File: src/rtl/core/sms_pkg.sv
// -----------------------------------------------------------------------------
// sms_pkg
// Widths, datapath operations and control/status bundles for the block.
// -----------------------------------------------------------------------------
`default_nettype none
package sms_pkg;

  localparam int MAX_SAMPLES = 1024;
  localparam int ADDR_W      = $clog2(MAX_SAMPLES);
  localparam int CNT_W       = $clog2(MAX_SAMPLES + 1);
  localparam int SAMPLE_W    = 32;
  localparam int SUM_W       = SAMPLE_W + CNT_W;
  localparam int MN_W        = SUM_W + 2;
  localparam int S2_W        = 64 + CNT_W;
  localparam int DEN_W       = 32 + CNT_W;
  localparam int NUM_W       = 33 + CNT_W;
  localparam int SUM4_W      = 48 + CNT_W;
  localparam int SUM3_W      = 41 + CNT_W;
  localparam int Z_W         = 24;
  localparam int DVD_W       = S2_W;
  localparam int DVS_W       = DEN_W;
  localparam int DCNT_W      = $clog2(DVD_W + 1);

  typedef enum logic [4:0] {
    OP_IDLE,
    OP_LOAD,
    OP_MEAN_GO,
    OP_MEAN_TAKE,
    OP_DIFF,
    OP_MUL_DD,
    OP_S2ACC,
    OP_VAR_GO,
    OP_VAR_TAKE,
    OP_SQRT_INIT,
    OP_SQRT_STEP,
    OP_SQRT_TAKE,
    OP_Z_GO,
    OP_Z_TAKE,
    OP_MUL_AA,
    OP_Z2,
    OP_MUL_ZA,
    OP_Z3,
    OP_MUL_ZZ,
    OP_Z4,
    OP_MUL_PA,
    OP_PACC,
    OP_R1_GO,
    OP_R1_TAKE,
    OP_KURT_GO,
    OP_KURT_TAKE,
    OP_SKEW_GO,
    OP_SKEW_TAKE,
    OP_EMIT
  } dp_op_t;

  typedef enum logic [5:0] {
    ST_LOAD,
    ST_MEAN_GO,
    ST_MEAN_WAIT,
    ST_MEAN_TAKE,
    ST_P1_RD,
    ST_P1_DIFF,
    ST_P1_SQ,
    ST_P1_ACC,
    ST_VAR_GO,
    ST_VAR_WAIT,
    ST_VAR_TAKE,
    ST_SQRT_INIT,
    ST_SQRT_RUN,
    ST_SQRT_TAKE,
    ST_P2_RD,
    ST_P2_DIFF,
    ST_Z_GO,
    ST_Z_WAIT,
    ST_Z_TAKE,
    ST_MUL_AA,
    ST_Z2,
    ST_MUL_ZA,
    ST_Z3,
    ST_MUL_ZZ,
    ST_Z4,
    ST_MUL_PA,
    ST_PACC,
    ST_R1_GO,
    ST_R1_WAIT,
    ST_R1_TAKE,
    ST_KURT_GO,
    ST_KURT_WAIT,
    ST_KURT_TAKE,
    ST_SKEW_GO,
    ST_SKEW_WAIT,
    ST_SKEW_TAKE,
    ST_EMIT
  } ctrl_state_t;

  typedef struct packed {
    dp_op_t op;
  } dp_cmd_t;

  typedef struct packed {
    logic div_done;
    logic sqrt_done;
    logic idx_last;
    logic sd_zero;
    logic den_zero;
  } dp_stat_t;

endpackage
`default_nettype wire

File: src/rtl/core/sms_ctrl.sv
// -----------------------------------------------------------------------------
// sms_ctrl
// Sequencer: load phase, mean, two passes over the store, final divides.
// -----------------------------------------------------------------------------
`default_nettype none
module sms_ctrl (
  input  logic              clk,
  input  logic              rst_n,
  input  logic              start,
  input  logic              last,
  input  sms_pkg::dp_stat_t stat,
  output logic              busy,
  output sms_pkg::dp_cmd_t  cmd
);
  import sms_pkg::*;

  ctrl_state_t state_r, state_nxt;

  always_comb begin
    state_nxt = state_r;
    case (state_r)
      ST_LOAD:      if (start && last) state_nxt = ST_MEAN_GO;
      ST_MEAN_GO:   state_nxt = ST_MEAN_WAIT;
      ST_MEAN_WAIT: if (stat.div_done) state_nxt = ST_MEAN_TAKE;
      ST_MEAN_TAKE: state_nxt = ST_P1_RD;
      ST_P1_RD:     state_nxt = ST_P1_DIFF;
      ST_P1_DIFF:   state_nxt = ST_P1_SQ;
      ST_P1_SQ:     state_nxt = ST_P1_ACC;
      ST_P1_ACC:    state_nxt = stat.idx_last ? ST_VAR_GO : ST_P1_RD;
      ST_VAR_GO:    state_nxt = ST_VAR_WAIT;
      ST_VAR_WAIT:  if (stat.div_done) state_nxt = ST_VAR_TAKE;
      ST_VAR_TAKE:  state_nxt = ST_SQRT_INIT;
      ST_SQRT_INIT: state_nxt = ST_SQRT_RUN;
      ST_SQRT_RUN:  if (stat.sqrt_done) state_nxt = ST_SQRT_TAKE;
      ST_SQRT_TAKE: state_nxt = stat.sd_zero ? ST_EMIT : ST_P2_RD;
      ST_P2_RD:     state_nxt = ST_P2_DIFF;
      ST_P2_DIFF:   state_nxt = ST_Z_GO;
      ST_Z_GO:      state_nxt = ST_Z_WAIT;
      ST_Z_WAIT:    if (stat.div_done) state_nxt = ST_Z_TAKE;
      ST_Z_TAKE:    state_nxt = ST_MUL_AA;
      ST_MUL_AA:    state_nxt = ST_Z2;
      ST_Z2:        state_nxt = ST_MUL_ZA;
      ST_MUL_ZA:    state_nxt = ST_Z3;
      ST_Z3:        state_nxt = ST_MUL_ZZ;
      ST_MUL_ZZ:    state_nxt = ST_Z4;
      ST_Z4:        state_nxt = ST_MUL_PA;
      ST_MUL_PA:    state_nxt = ST_PACC;
      ST_PACC: begin
        if (stat.idx_last) begin
          state_nxt = stat.den_zero ? ST_KURT_GO : ST_R1_GO;
        end else begin
          state_nxt = ST_P2_RD;
        end
      end
      ST_R1_GO:     state_nxt = ST_R1_WAIT;
      ST_R1_WAIT:   if (stat.div_done) state_nxt = ST_R1_TAKE;
      ST_R1_TAKE:   state_nxt = ST_KURT_GO;
      ST_KURT_GO:   state_nxt = ST_KURT_WAIT;
      ST_KURT_WAIT: if (stat.div_done) state_nxt = ST_KURT_TAKE;
      ST_KURT_TAKE: state_nxt = ST_SKEW_GO;
      ST_SKEW_GO:   state_nxt = ST_SKEW_WAIT;
      ST_SKEW_WAIT: if (stat.div_done) state_nxt = ST_SKEW_TAKE;
      ST_SKEW_TAKE: state_nxt = ST_EMIT;
      ST_EMIT:      state_nxt = ST_LOAD;
      default:      state_nxt = ST_LOAD;
    endcase
  end

  always_comb begin
    cmd.op = OP_IDLE;
    case (state_r)
      ST_LOAD:      if (start) cmd.op = OP_LOAD;
      ST_MEAN_GO:   cmd.op = OP_MEAN_GO;
      ST_MEAN_TAKE: cmd.op = OP_MEAN_TAKE;
      ST_P1_DIFF:   cmd.op = OP_DIFF;
      ST_P1_SQ:     cmd.op = OP_MUL_DD;
      ST_P1_ACC:    cmd.op = OP_S2ACC;
      ST_VAR_GO:    cmd.op = OP_VAR_GO;
      ST_VAR_TAKE:  cmd.op = OP_VAR_TAKE;
      ST_SQRT_INIT: cmd.op = OP_SQRT_INIT;
      ST_SQRT_RUN:  cmd.op = OP_SQRT_STEP;
      ST_SQRT_TAKE: cmd.op = OP_SQRT_TAKE;
      ST_P2_DIFF:   cmd.op = OP_DIFF;
      ST_Z_GO:      cmd.op = OP_Z_GO;
      ST_Z_TAKE:    cmd.op = OP_Z_TAKE;
      ST_MUL_AA:    cmd.op = OP_MUL_AA;
      ST_Z2:        cmd.op = OP_Z2;
      ST_MUL_ZA:    cmd.op = OP_MUL_ZA;
      ST_Z3:        cmd.op = OP_Z3;
      ST_MUL_ZZ:    cmd.op = OP_MUL_ZZ;
      ST_Z4:        cmd.op = OP_Z4;
      ST_MUL_PA:    cmd.op = OP_MUL_PA;
      ST_PACC:      cmd.op = OP_PACC;
      ST_R1_GO:     cmd.op = OP_R1_GO;
      ST_R1_TAKE:   cmd.op = OP_R1_TAKE;
      ST_KURT_GO:   cmd.op = OP_KURT_GO;
      ST_KURT_TAKE: cmd.op = OP_KURT_TAKE;
      ST_SKEW_GO:   cmd.op = OP_SKEW_GO;
      ST_SKEW_TAKE: cmd.op = OP_SKEW_TAKE;
      ST_EMIT:      cmd.op = OP_EMIT;
      default:      cmd.op = OP_IDLE;
    endcase
  end

  assign busy = (state_r != ST_LOAD);

  always_ff @(posedge clk) begin
    if (!rst_n) begin
      state_r <= ST_LOAD;
    end else begin
      state_r <= state_nxt;
    end
  end

endmodule
`default_nettype wire

File: config.mk
export PLATFORM = sky130hd
export DESIGN_NAME = sms_ctrl
export DESIGN_NICKNAME = d
export VERILOG_FILES = /design/src/rtl/core/sms_pkg.sv /design/src/rtl/core/sms_ctrl.sv
export SDC_FILE = /design/constraint.sdc
export NUM_CORES = 1
export LEC_CHECK = 0
export ABC_AREA = 1
export BUFFER_PORTS_ARGS = -buffer_cell sky130_fd_sc_hd__buf_2
export CORE_MARGIN = 5
export CORE_UTILIZATION = 64
export CTS_BUF_LIST = sky130_fd_sc_hd__clkbuf_4
export DETAILED_ROUTE_END_ITERATION = 7
export MAX_ROUTING_LAYER = met4
export PLACE_DENSITY = 0.92
export SYNTH_ARGS = -nofsm -noshare
export SYNTH_HDL_FRONTEND = slang
export SYNTH_SLANG_ARGS = --single-unit
File: constraint.sdc
create_clock -name clk -period 2.7 [get_ports clk]
set_clock_uncertainty 0.05 [all_clocks]
set_input_delay 0.81 -clock clk [delete_from_list [all_inputs] [get_ports clk]]
set_output_delay 0.81 -clock clk [all_outputs]
set_load 0.005 [all_outputs]
==> results_dict.tcl, run 1 <==
set metrics [dict create \
    status "finished, violations left" \
    violations "design-rule violations" \
    critPathLaunchType "register" \
    path_class "register to primary output" \
    grt_max_degree 16 \
    worstPathMaxFanout 10 \
    p_leak_nw 0.7158 \
    grt_pass1_wl_um 6085 \
    row_count 14 \
    ctsHtreeMaxLevel 1 \
    path_clk_slew_ps 50 \
    syn2layout_area_growth_pct 15.06 \
    final_common_cell "nand2_1" \
    dp_hpwl_um 2746 \
    peakVddDrop_v 0.0006553 \
    root_buffer "clkbuf_4" \
    nFillCells 119 \
    hold_start "state_r[2]$_SDFFE_PN0P_" \
    cts_setup_buffers 0 \
    vias_per_cell 6.832 \
    n_antenna_cell 0 \
    synth_seq_cells 6 \
    die_y_um 50.60 \
    synth_top_area_share_pct 21.00 \
    drt_iter0_markers 205 \
    syn_inst 212 \
    rr_worst_depth 10 \
    cts_buffer_depth 2 \
    post-route-drc-count 1 \
    synth_cell_types 20 \
    cts_tree "built" \
    track_usage_pct 30.04 \
    grt_overflow 0 \
    ant_nets 0 \
    initial_core_util_pct 68.43 \
    synth_largest_area_cell "nand2_1" \
    largest_reg_flops 6 \
    dr.pass1.iters 8 \
    regMostFlops "state_r" \
    netlist_area_um2 1055 \
    post-route-period-util_pct 98.44 \
    required_ps 1840 \
    synth_nets 221 \
    drive_gt1_share_pct 20.61 \
    yosysSeqAreaShare_pct 11.39 \
    ios 15 \
    layout_common_cells "nand2_1 (57), nand3_1 (39), nor2_1 (28)" \
    slew_viol_final 0 \
    worst_pin_slew_ps 425.5 \
    routed_wl_um 3794 \
    grt_antenna_before_repair 0 \
    synth_warnings 0 \
    min_to "state_r[2]$_SDFFE_PN0P_" \
    timing.slew.headroom_pct 71.60 \
    gp_congestion 1.178 \
    r2r_start "state_r[5]$_SDFFE_PN0P_" \
    cp-end-kind "primary output" \
    dieArea_um2 2560 \
    grt_pass1_vias 1405 \
    setup_violations 0 \
    die_w_um 50.60 \
    clk_latency_ps 250 \
    cts_made_buffers 3 \
    arrival_ps 1800 \
    nNetsFinal 239 \
    hold_violations 0 \
    fmax_mhz 376.3 \
    power_density_nw_per_um2 785.1 \
    reg_top3 "state_r: 6 flops" \
    coreArea_um2 1541 \
    synth.area.top_cells "nand2_1 (21%), nand3_1 (19%), dfxtp_1 (11%)" \
    fin_crit_ps 2658 \
    setup_tns_ps 0 \
    cap_violations 0 \
    avgRoutedWirePerCell_um 15.55 \
    clock-sinks 6 \
    vias 1667 \
    r2r_setup_slack_ps 870 \
    hold_depth 2 \
    reg2reg_to "state_r[3]$_SDFFE_PN0P_" \
    port_buffers 14 \
    hold_slack_ps 451.1 \
    syn_avg_cell_area_um2 4.975 \
    cts_hold_buffers 0 \
    hold_class "register to register" \
    cts_resized 0 \
]
## critical path: stages, from the launching register on
cell and delay, ps:
dfxtp_2 360, inv_1 80, nor2_2 340, nand3_1 300, nand4_1 210, nor3_1 60
nand4_1 70, buf_2 110
## power by group
group	internal [W]	leakage [nW]	switching, W
Sequential	0.000118	0.0512	0.0000480
Combinational	0.000240	0.651	0.000464
Clock	0.0000503	0.0138	0.0000325
## per-stage QoR
stage	cells	setup WS (ps)	power [W]	util, %	instance area (um2)
2_1_floorplan	212	537.5	0.0006023	-	1055
3_3_place_gp	241	362.7	0.0007731	74.59	1150
3_5_place_dp	241	309.8	0.0008008	74.59	1150
4_1_cts	244	42.65	0.0008873	76.06	1172
5_1_grt	244	-98.53	0.001033	78.73	1214
6_report	244	42.25	0.0009528	78.73	1214
## per-layer routing
layer  share of wire [%]  global-route usage, %
met5                   0                      -
met4                 6.4                  13.19
met3                  16                  10.36
met2                  43                  43.60
met1                  34                  37.13
## cell usage after synthesis, drive strengths merged
cell type,count
nand3,39
o221ai,1
a21oi,6
a31oi,1
nand3b,1
nor3b,1
inv,19
nor3,8
buf,6
nand4,11
nor2,39
o211ai,2
dfxtp,6
nand2,60
o21ai,12
## cell type report
class	count	area [um2]	share of cell area, %
clock buffers	3	22.52	1.856
repair buffers	19	107.6	8.866
flip-flops and latches	6	126.4	10.41
multi-input cells	181	865.8	71.34
well taps	16	20.02	1.649
inverters	19	71.32	5.876
## worst max-delay path by stage
| stage | startpoint | end | slack, ps | depth (start not counted) |
|---|---|---|---|---|
| floorplan | state_r[1]$_SDFFE_PN0P_ | cmd[4] | 540 | 8 |
| global placement | state_r[1]$_SDFFE_PN0P_ | cmd[0] | 360 | 7 |
| detailed placement | state_r[1]$_SDFFE_PN0P_ | cmd[4] | 310 | 7 |
| CTS | state_r[1]$_SDFFE_PN0P_ | cmd[4] | 40 | 7 |
| global route | state_r[2]$_SDFFE_PN0P_ | cmd[4] | -100 | 7 |
| finish | state_r[2]$_SDFFE_PN0P_ | cmd[0] | 40 | 7 |
## logic make-up (layout without fill, tap and decap cells)
group	after synthesis	in the layout	share of synthesized area [%]
AO/OA/AOI/OAI	22	22	11.39
AND/OR/NAND/NOR	159	159	67.38
buffers and inverters	25	41	9.846
flip-flops	6	6	11.39
No activity file was read; power rests on OpenSTA's default activity.
==> run 2: changes to the inputs <==
--- a/config.mk
+++ b/config.mk
@@ -17,2 +17,3 @@
 export SYNTH_HDL_FRONTEND = slang
 export SYNTH_SLANG_ARGS = --single-unit
+export TNS_END_PERCENT = 10
==> constraint.sdc (replaced) <==
create_clock -name clk -period 2.7 [get_ports clk]
set_clock_uncertainty 0.05 [all_clocks]
set_input_delay 0.81 -clock clk [delete_from_list [all_inputs] [get_ports clk]]
set_output_delay 0.81 -clock clk [all_outputs]
set_load 0.1 [all_outputs]
==> run 2 against run 1 <==
  * The flow now stops in 5_1_grt
  * Synthesized cell count is the same
  * Area after synthesis is the same
==> results_dict.tcl, run 2 <==
set metrics [dict create \
    synth_largest_area_cell "nand2_1" \
    root_buffer "clkbuf_4" \
    port_buffers 14 \
    cts_setup_buffers 0 \
    cts_made_buffers 3 \
    cts_resized 0 \
    ctsHtreeMaxLevel 1 \
    syn_avg_cell_area_um2 4.975 \
    synth_warnings 0 \
    stop_stage "5_1_grt" \
    cts_hold_buffers 0 \
    synth_nets 221 \
    synth_flop_cell "dfxtp_1" \
    synth_seq_cells 6 \
    syn_inst 212 \
    grt_max_degree 19 \
    yosysSeqAreaShare_pct 11.39 \
    synth_top_area_share_pct 21.00 \
    synth-async-reset-ratio_pct 0 \
    dp_hpwl_um 2793 \
    ios 15 \
    crit_endpoint "cmd[4]" \
    initial_core_util_pct 68.43 \
    synth_edf_count 0 \
    clock-sinks 6 \
    cts_buffer_depth 2 \
    pre_cts_ws_ps 260.6 \
    synth_cell_types 20 \
    die_w_um 50.60 \
    status "aborted with a tool error" \
    row_count 14 \
    netlist_area_um2 1055 \
    worst-ep-kind "primary output" \
    synth_top_cells_by_count "nand2_1 (59), nand3_1 (39), nor2_1 (32)" \
    synth.area.top_cells "nand2_1 (21%), nand3_1 (19%), dfxtp_1 (11%)" \
    die_y_um 50.60 \
    synth.most_common_cell "nand2_1" \
    error_line "[ERROR DPL-0038] Utilization greater than 100%, impossible to legalize" \
    gp_congestion 1.126 \
]
## run 2: cell counts after synthesis
Identical to the previous run, type by type.
## run 2: logic make-up after synthesis
family	after synthesis	share of synthesized area, %
compound gates	22	11.39
buf+inv	25	9.846
flops	6	11.39
simple gates	159	67.38
## run 2: through the flow
stage / instances / TNS [ps] / area [um2] / util (%)
after CTS: 246 / 0 / 1360 / 88.23
after detailed placement: 243 / 0 / 1338 / 86.77
after global placement: 243 / 0 / 1338 / 86.77
after floorplan: 212 / -107.7 / 1169 / -
==> run 3: changes to the inputs <==
CORE_AREA = 5 5 66 68   (was default)
CORE_MARGIN = default   (was 5)
CORE_UTILIZATION = default   (was 64)
CTS_BUF_LIST = default   (was sky130_fd_sc_hd__clkbuf_4)
DIE_AREA = 0 0 71 73   (was default)
MAX_ROUTING_LAYER = default   (was met4)
PLACE_DENSITY = default   (was 0.92)
PLACE_DENSITY_LB_ADDON = 0.15   (was default)
==> run 3 against run 2 <==
  * The run now ends clean
==> results_dict.tcl, run 3 (synthesis gave the netlist of run 1 again) <==
set metrics [dict create \
    required_ps 1840 \
    post-route-period-util_pct 97.49 \
    die_w_um 71 \
    gp_congestion 0.9835 \
    dieArea_um2 5183 \
    power.internal_w 0.0006277 \
    cap_violations 0 \
    power_frac_clock_pct 7.8 \
    worst_pin_slew_ps 476.6 \
    row_count 23 \
    path_class "register to primary output" \
    dp_hpwl_um 3219 \
    setup_ws_ps 67.80 \
    p_comb_share_pct 81.5 \
    critPathLaunchType "register" \
    ctsHtreeMaxLevel 1 \
    status "complete, no violations" \
    final_common_cell "nand2_1" \
    drive_gt1_share_pct 26.84 \
    initial_core_util_pct 27.77 \
    peakVddDrop_v 0.0006306 \
    setup_tns_ps 0 \
    ios 15 \
    grt_overflow 0 \
    largest_reg_flops 6 \
    ant_nets 0 \
    fin_crit_ps 2632 \
    syn2layout_area_growth_pct 40.45 \
    clk_latency_ps 220 \
    arrival_ps 1770 \
    root_buffer "clkbuf_8" \
    post-route-drc-count 0 \
    dr.pass1.iters 4 \
    vias 1507 \
    die_y_um 73 \
    r2r_setup_slack_ps 960 \
    track_usage_pct 16.64 \
    port_buffers 14 \
    fmax_mhz 379.9 \
    cts_setup_buffers 0 \
    grt_antenna_before_repair 0 \
    grt_pass1_wl_um 6803 \
    vias_per_cell 5.363 \
    p_switching_w 0.001040 \
    grt_max_degree 19 \
    path_clk_slew_ps 30 \
    avgRoutedWirePerCell_um 14.53 \
    cts_tree "built" \
    routed_wl_um 4083 \
    reg_top3 "state_r: 6 flops" \
    worstPathMaxFanout 10 \
    coreArea_um2 3799 \
    slew_viol_final 0 \
    p_leak_nw 0.7847 \
    cts_hold_buffers 0 \
    layout_common_cells "nand2_1 (56), nand3_1 (33), nor2_1 (28)" \
    clock-sinks 6 \
    cts_buffer_depth 2 \
    hold_violations 0 \
    rsz0062_at_grt "yes" \
    seqPwrFrac_pct 10.7 \
    hold_class "register to register" \
    power_density_nw_per_um2 1126 \
    grt_pass1_vias 1389 \
    cts_made_buffers 3 \
    cp-end-kind "primary output" \
    n_antenna_cell 0 \
    switching_share_pct 62.36 \
    nNetsFinal 242 \
    timing.slew.headroom_pct 68.11 \
    regMostFlops "state_r" \
    drt_iter0_markers 213 \
    pre_cts_ws_ps 195.1 \
    setup_violations 0 \
]
[run 3: final timing paths]
kind                            from                      end  cells past startpoint
min          state_r[2]$_SDFFE_PN0P_  state_r[2]$_SDFFE_PN0P_                      2
max reg2reg  state_r[1]$_SDFFE_PN0P_  state_r[3]$_SDFFE_PN0P_                      9
min reg2reg  state_r[2]$_SDFFE_PN0P_  state_r[2]$_SDFFE_PN0P_                      2
max          state_r[4]$_SDFFE_PN0P_                   cmd[0]                      8
[run 3: cell type report]
type / instances / area (um2)
fillers: 442 / 2317
clock buffers: 3 / 41.29
multi-input cells: 181 / 965.9
repair buffers: 22 / 205.2
flip-flops and latches: 6 / 135.1
inverters: 19 / 71.32
well taps: 50 / 62.56
[run 3: critical path: stages, from the launching register on]
cell     delay (ps)
dfxtp_2         380
inv_1           100
nor2_4          240
buf_4           200
nand3_4         100
nand4_1         150
nor3_2           60
nand4_1         120
buf_12          190
[run 3: metrics by stage]
stage	instances	power (W)	area [um2]	utilization (%)	hold WS, ps
floorplan	212	0.001106	1169	-	422.3
global placement	278	0.001511	1375	36.20	442.6
detailed placement	278	0.001497	1375	36.20	437.5
CTS	281	0.001640	1424	37.48	443.7
global route	281	0.001766	1481	39.00	475.6
finish	281	0.001668	1481	39.00	454.8
[run 3: routing by layer]
metal / up-vias / GRT usage [%] / part of all wire (%)
met1: 672 / 21.69 / 42
met5: - / 0 / 0
met2: 64 / 28.22 / 49
met3: 12 / 0.9642 / 6.5
li1: 759 / - / -
met4: 0 / 7.516 / 2.8
[run 3: what timing repair did]
action	4_1_cts	5_1_grt
endpoints found under the setup margin	1	4
gates resized for setup	2	14
pin swaps	0	2
[run 3: power by group through the flow]
stage | sequential, W | clock, W | combinational [W]
6_report | 0.000179 | 0.000130 | 0.00136
5_1_grt | 0.000184 | 0.000139 | 0.00144
4_1_cts | 0.000167 | 0.000136 | 0.00134
3_5_place_dp | 0.000166 | 0 | 0.00133
3_3_place_gp | 0.000165 | 0 | 0.00135
2_1_floorplan | 0.000151 | 0 | 0.000955
==> run 4: changes to the inputs <==
==> constraint.sdc (replaced) <==
create_clock -name clk -period 2.7 [get_ports clk]
set_clock_uncertainty 0.05 [all_clocks]
set_input_delay 0.27 -clock clk [delete_from_list [all_inputs] [get_ports clk]]
set_output_delay 0.27 -clock clk [all_outputs]
set_load 0.1 [all_outputs]
==> run 4 against run 3 <==
  * Hold slack worse by 180 ps
  * Combinational power is 12% lower
  * Final cell count stayed put
  * Sequential share of layout area is 0.18 points higher
  * Critical path depth is 1 lower
  * Flip-flop and latch count stayed put
  * Cell area is 13% lower
  * Clock power hardly changed
  * Maximum frequency is 3.5% higher
  * Wire length is 3.8% lower
  * Count of clock-buffer cells in the layout stayed put
==> results_dict.tcl, run 4 (synthesis gave the netlist of run 1 again) <==
set metrics [dict create \
    status "complete, no violations" \
    required_ps 2380 \
    die_w_um 71 \
    avgRoutedWirePerCell_um 13.98 \
    ios 15 \
    setup_tns_ps 0 \
    hold_slack_ps 277.2 \
    initial_core_util_pct 27.77 \
    switching_share_pct 64.99 \
    cap_violations 0 \
    rsz0062_at_grt "no" \
    cts_buffer_depth 2 \
    hold_violations 0 \
    p_switching_w 0.0009644 \
    setup_ws_ps 156.4 \
    multiInputGateArea_um2 835.8 \
    crit_buf_inv 2 \
    grt_max_degree 15 \
    reg_top3 "state_r: 6 flops" \
    critPathSlowestCell "dfxtp_1" \
    slowest_delay_ps 500 \
    worstPathMaxFanout 11 \
    largest_reg_flops 6 \
    nNetsFinal 242 \
    grt_antenna_before_repair 0 \
    hold_start "rst_n" \
    dp_hpwl_um 3093 \
    final_common_cell "nand2_1" \
    coreArea_um2 3799 \
    drt_iter0_markers 273 \
    regArea_um2 120.1 \
    layout_common_cells "nand2_1 (59), nand3_1 (38), nor2_1 (32)" \
    cts_resized 0 \
    drive_gt1_share_pct 16.88 \
    routed_wl_um 3929 \
    power_density_nw_per_um2 1149 \
    p_comb_share_pct 81.0 \
    regMostFlops "state_r" \
    power.internal_w 0.0005195 \
    worst_pin_slew_ps 492.1 \
    seqPwrFrac_pct 10.1 \
    cts_tree "built" \
    slew_viol_final 0 \
    n_antenna_cell 0 \
    ctsHtreeMaxLevel 1 \
    dieArea_um2 5183 \
    critPathTopFamily "buffers and inverters" \
    dr.pass1.iters 6 \
    vias_per_cell 5.552 \
    cp-end-kind "primary output" \
    critPathLaunchType "register" \
    post-route-drc-count 0 \
    root_buffer "clkbuf_8" \
    syn2layout_area_growth_pct 22.42 \
    cts_setup_buffers 0 \
    grt_pass1_wl_um 6768 \
    r2r_start "state_r[1]$_SDFFE_PN0P_" \
    arrival_ps 2220 \
    cts_hold_buffers 0 \
    crit_chain "nand2_1 -> inv_2 -> nand3_1 -> o21ai_1 -> nor3_1 -> nand4_1 -> buf_2" \
    pre_cts_ws_ps 415.2 \
    power_frac_clock_pct 8.9 \
    path_clk_slew_ps 40 \
    timing.slew.headroom_pct 67.42 \
    die_y_um 73 \
    final_core_util_pct 33.99 \
    path_class "register to primary output" \
    clk_latency_ps 220 \
    row_count 23 \
    cts_made_buffers 3 \
    vias 1560 \
    setup_violations 0 \
    critPathLaunch "state_r[1]$_SDFFE_PN0P_" \
    gp_congestion 1.017 \
    port_buffers 14 \
    fmax_mhz 393.1 \
    ant_nets 0 \
    nFillCells 446 \
    peakVddDrop_v 0.0003692 \
    grt_pass1_vias 1456 \
    post-route-period-util_pct 94.21 \
    fin_crit_ps 2544 \
    hold_class "input port to register" \
    clock-sinks 6 \
    grt_overflow 0 \
    p_leak_nw 0.7410 \
    track_usage_pct 16.10 \
]
## run 4: cell count changes in the layout (fill, tap and decap cells not counted), moves of 4 or more
cell	previous run	this run
nor2_1	28	32
nor2_4	7	0
dfxtp_1	0	6
nand3_1	33	38
## run 4: final timing paths
check / cells after the start / slack [ps] / to
max reg2reg: 10 / 810 / state_r[5]$_SDFFE_PN0P_
max: 7 / 160 / cmd[4]
min reg2reg: 2 / 470 / state_r[2]$_SDFFE_PN0P_
min: 3 / 280 / state_r[3]$_SDFFE_PN0P_
## run 4: worst min-delay path: stages
cell     delay (ps)
buf_2           120
o21ai_0          70
nor2_1           40
## run 4: stage by stage
step / instances / total power [W] / area (um2)
global route: 281 / 0.001586 / 1291
floorplan: 212 / 0.001027 / 1060
finish: 281 / 0.001484 / 1291
global placement: 278 / 0.001372 / 1250
detailed placement: 278 / 0.001341 / 1250
CTS: 281 / 0.001478 / 1291
## run 4: cell type report
| type | instances | share of cell area [%] |
|---|---|---|
| Multi-Input combinational cell | 181 | 64.73 |
| Timing Repair Buffer | 22 | 12.40 |
| Sequential cell | 6 | 9.302 |
| Inverter | 19 | 5.523 |
| Tap cell | 50 | 4.845 |
| Clock buffer | 3 | 3.198 |
## run 4: metal layers
layer / GRT usage, % / part of all wire [%] / vias to the layer above
li1: - / - / 754
met2: 27.29 / 46 / 107
met4: 9.395 / 4.5 / 0
met3: 1.653 / 9.5 / 26
met5: 0 / 0 / -
met1: 19.74 / 40 / 673
## run 4: power groups by stage
| stage | Clock [W] | Combinational (W) | Sequential [W] |
|---|---|---|---|
| final | 0.000132 | 0.00120 | 0.000150 |
| after global routing | 0.000144 | 0.00129 | 0.000156 |
| after CTS | 0.000137 | 0.00119 | 0.000150 |
| after global placement | 0 | 0.00122 | 0.000152 |
| after floorplan | 0 | 0.000888 | 0.000139 |
| after detailed placement | 0 | 0.00119 | 0.000151 |
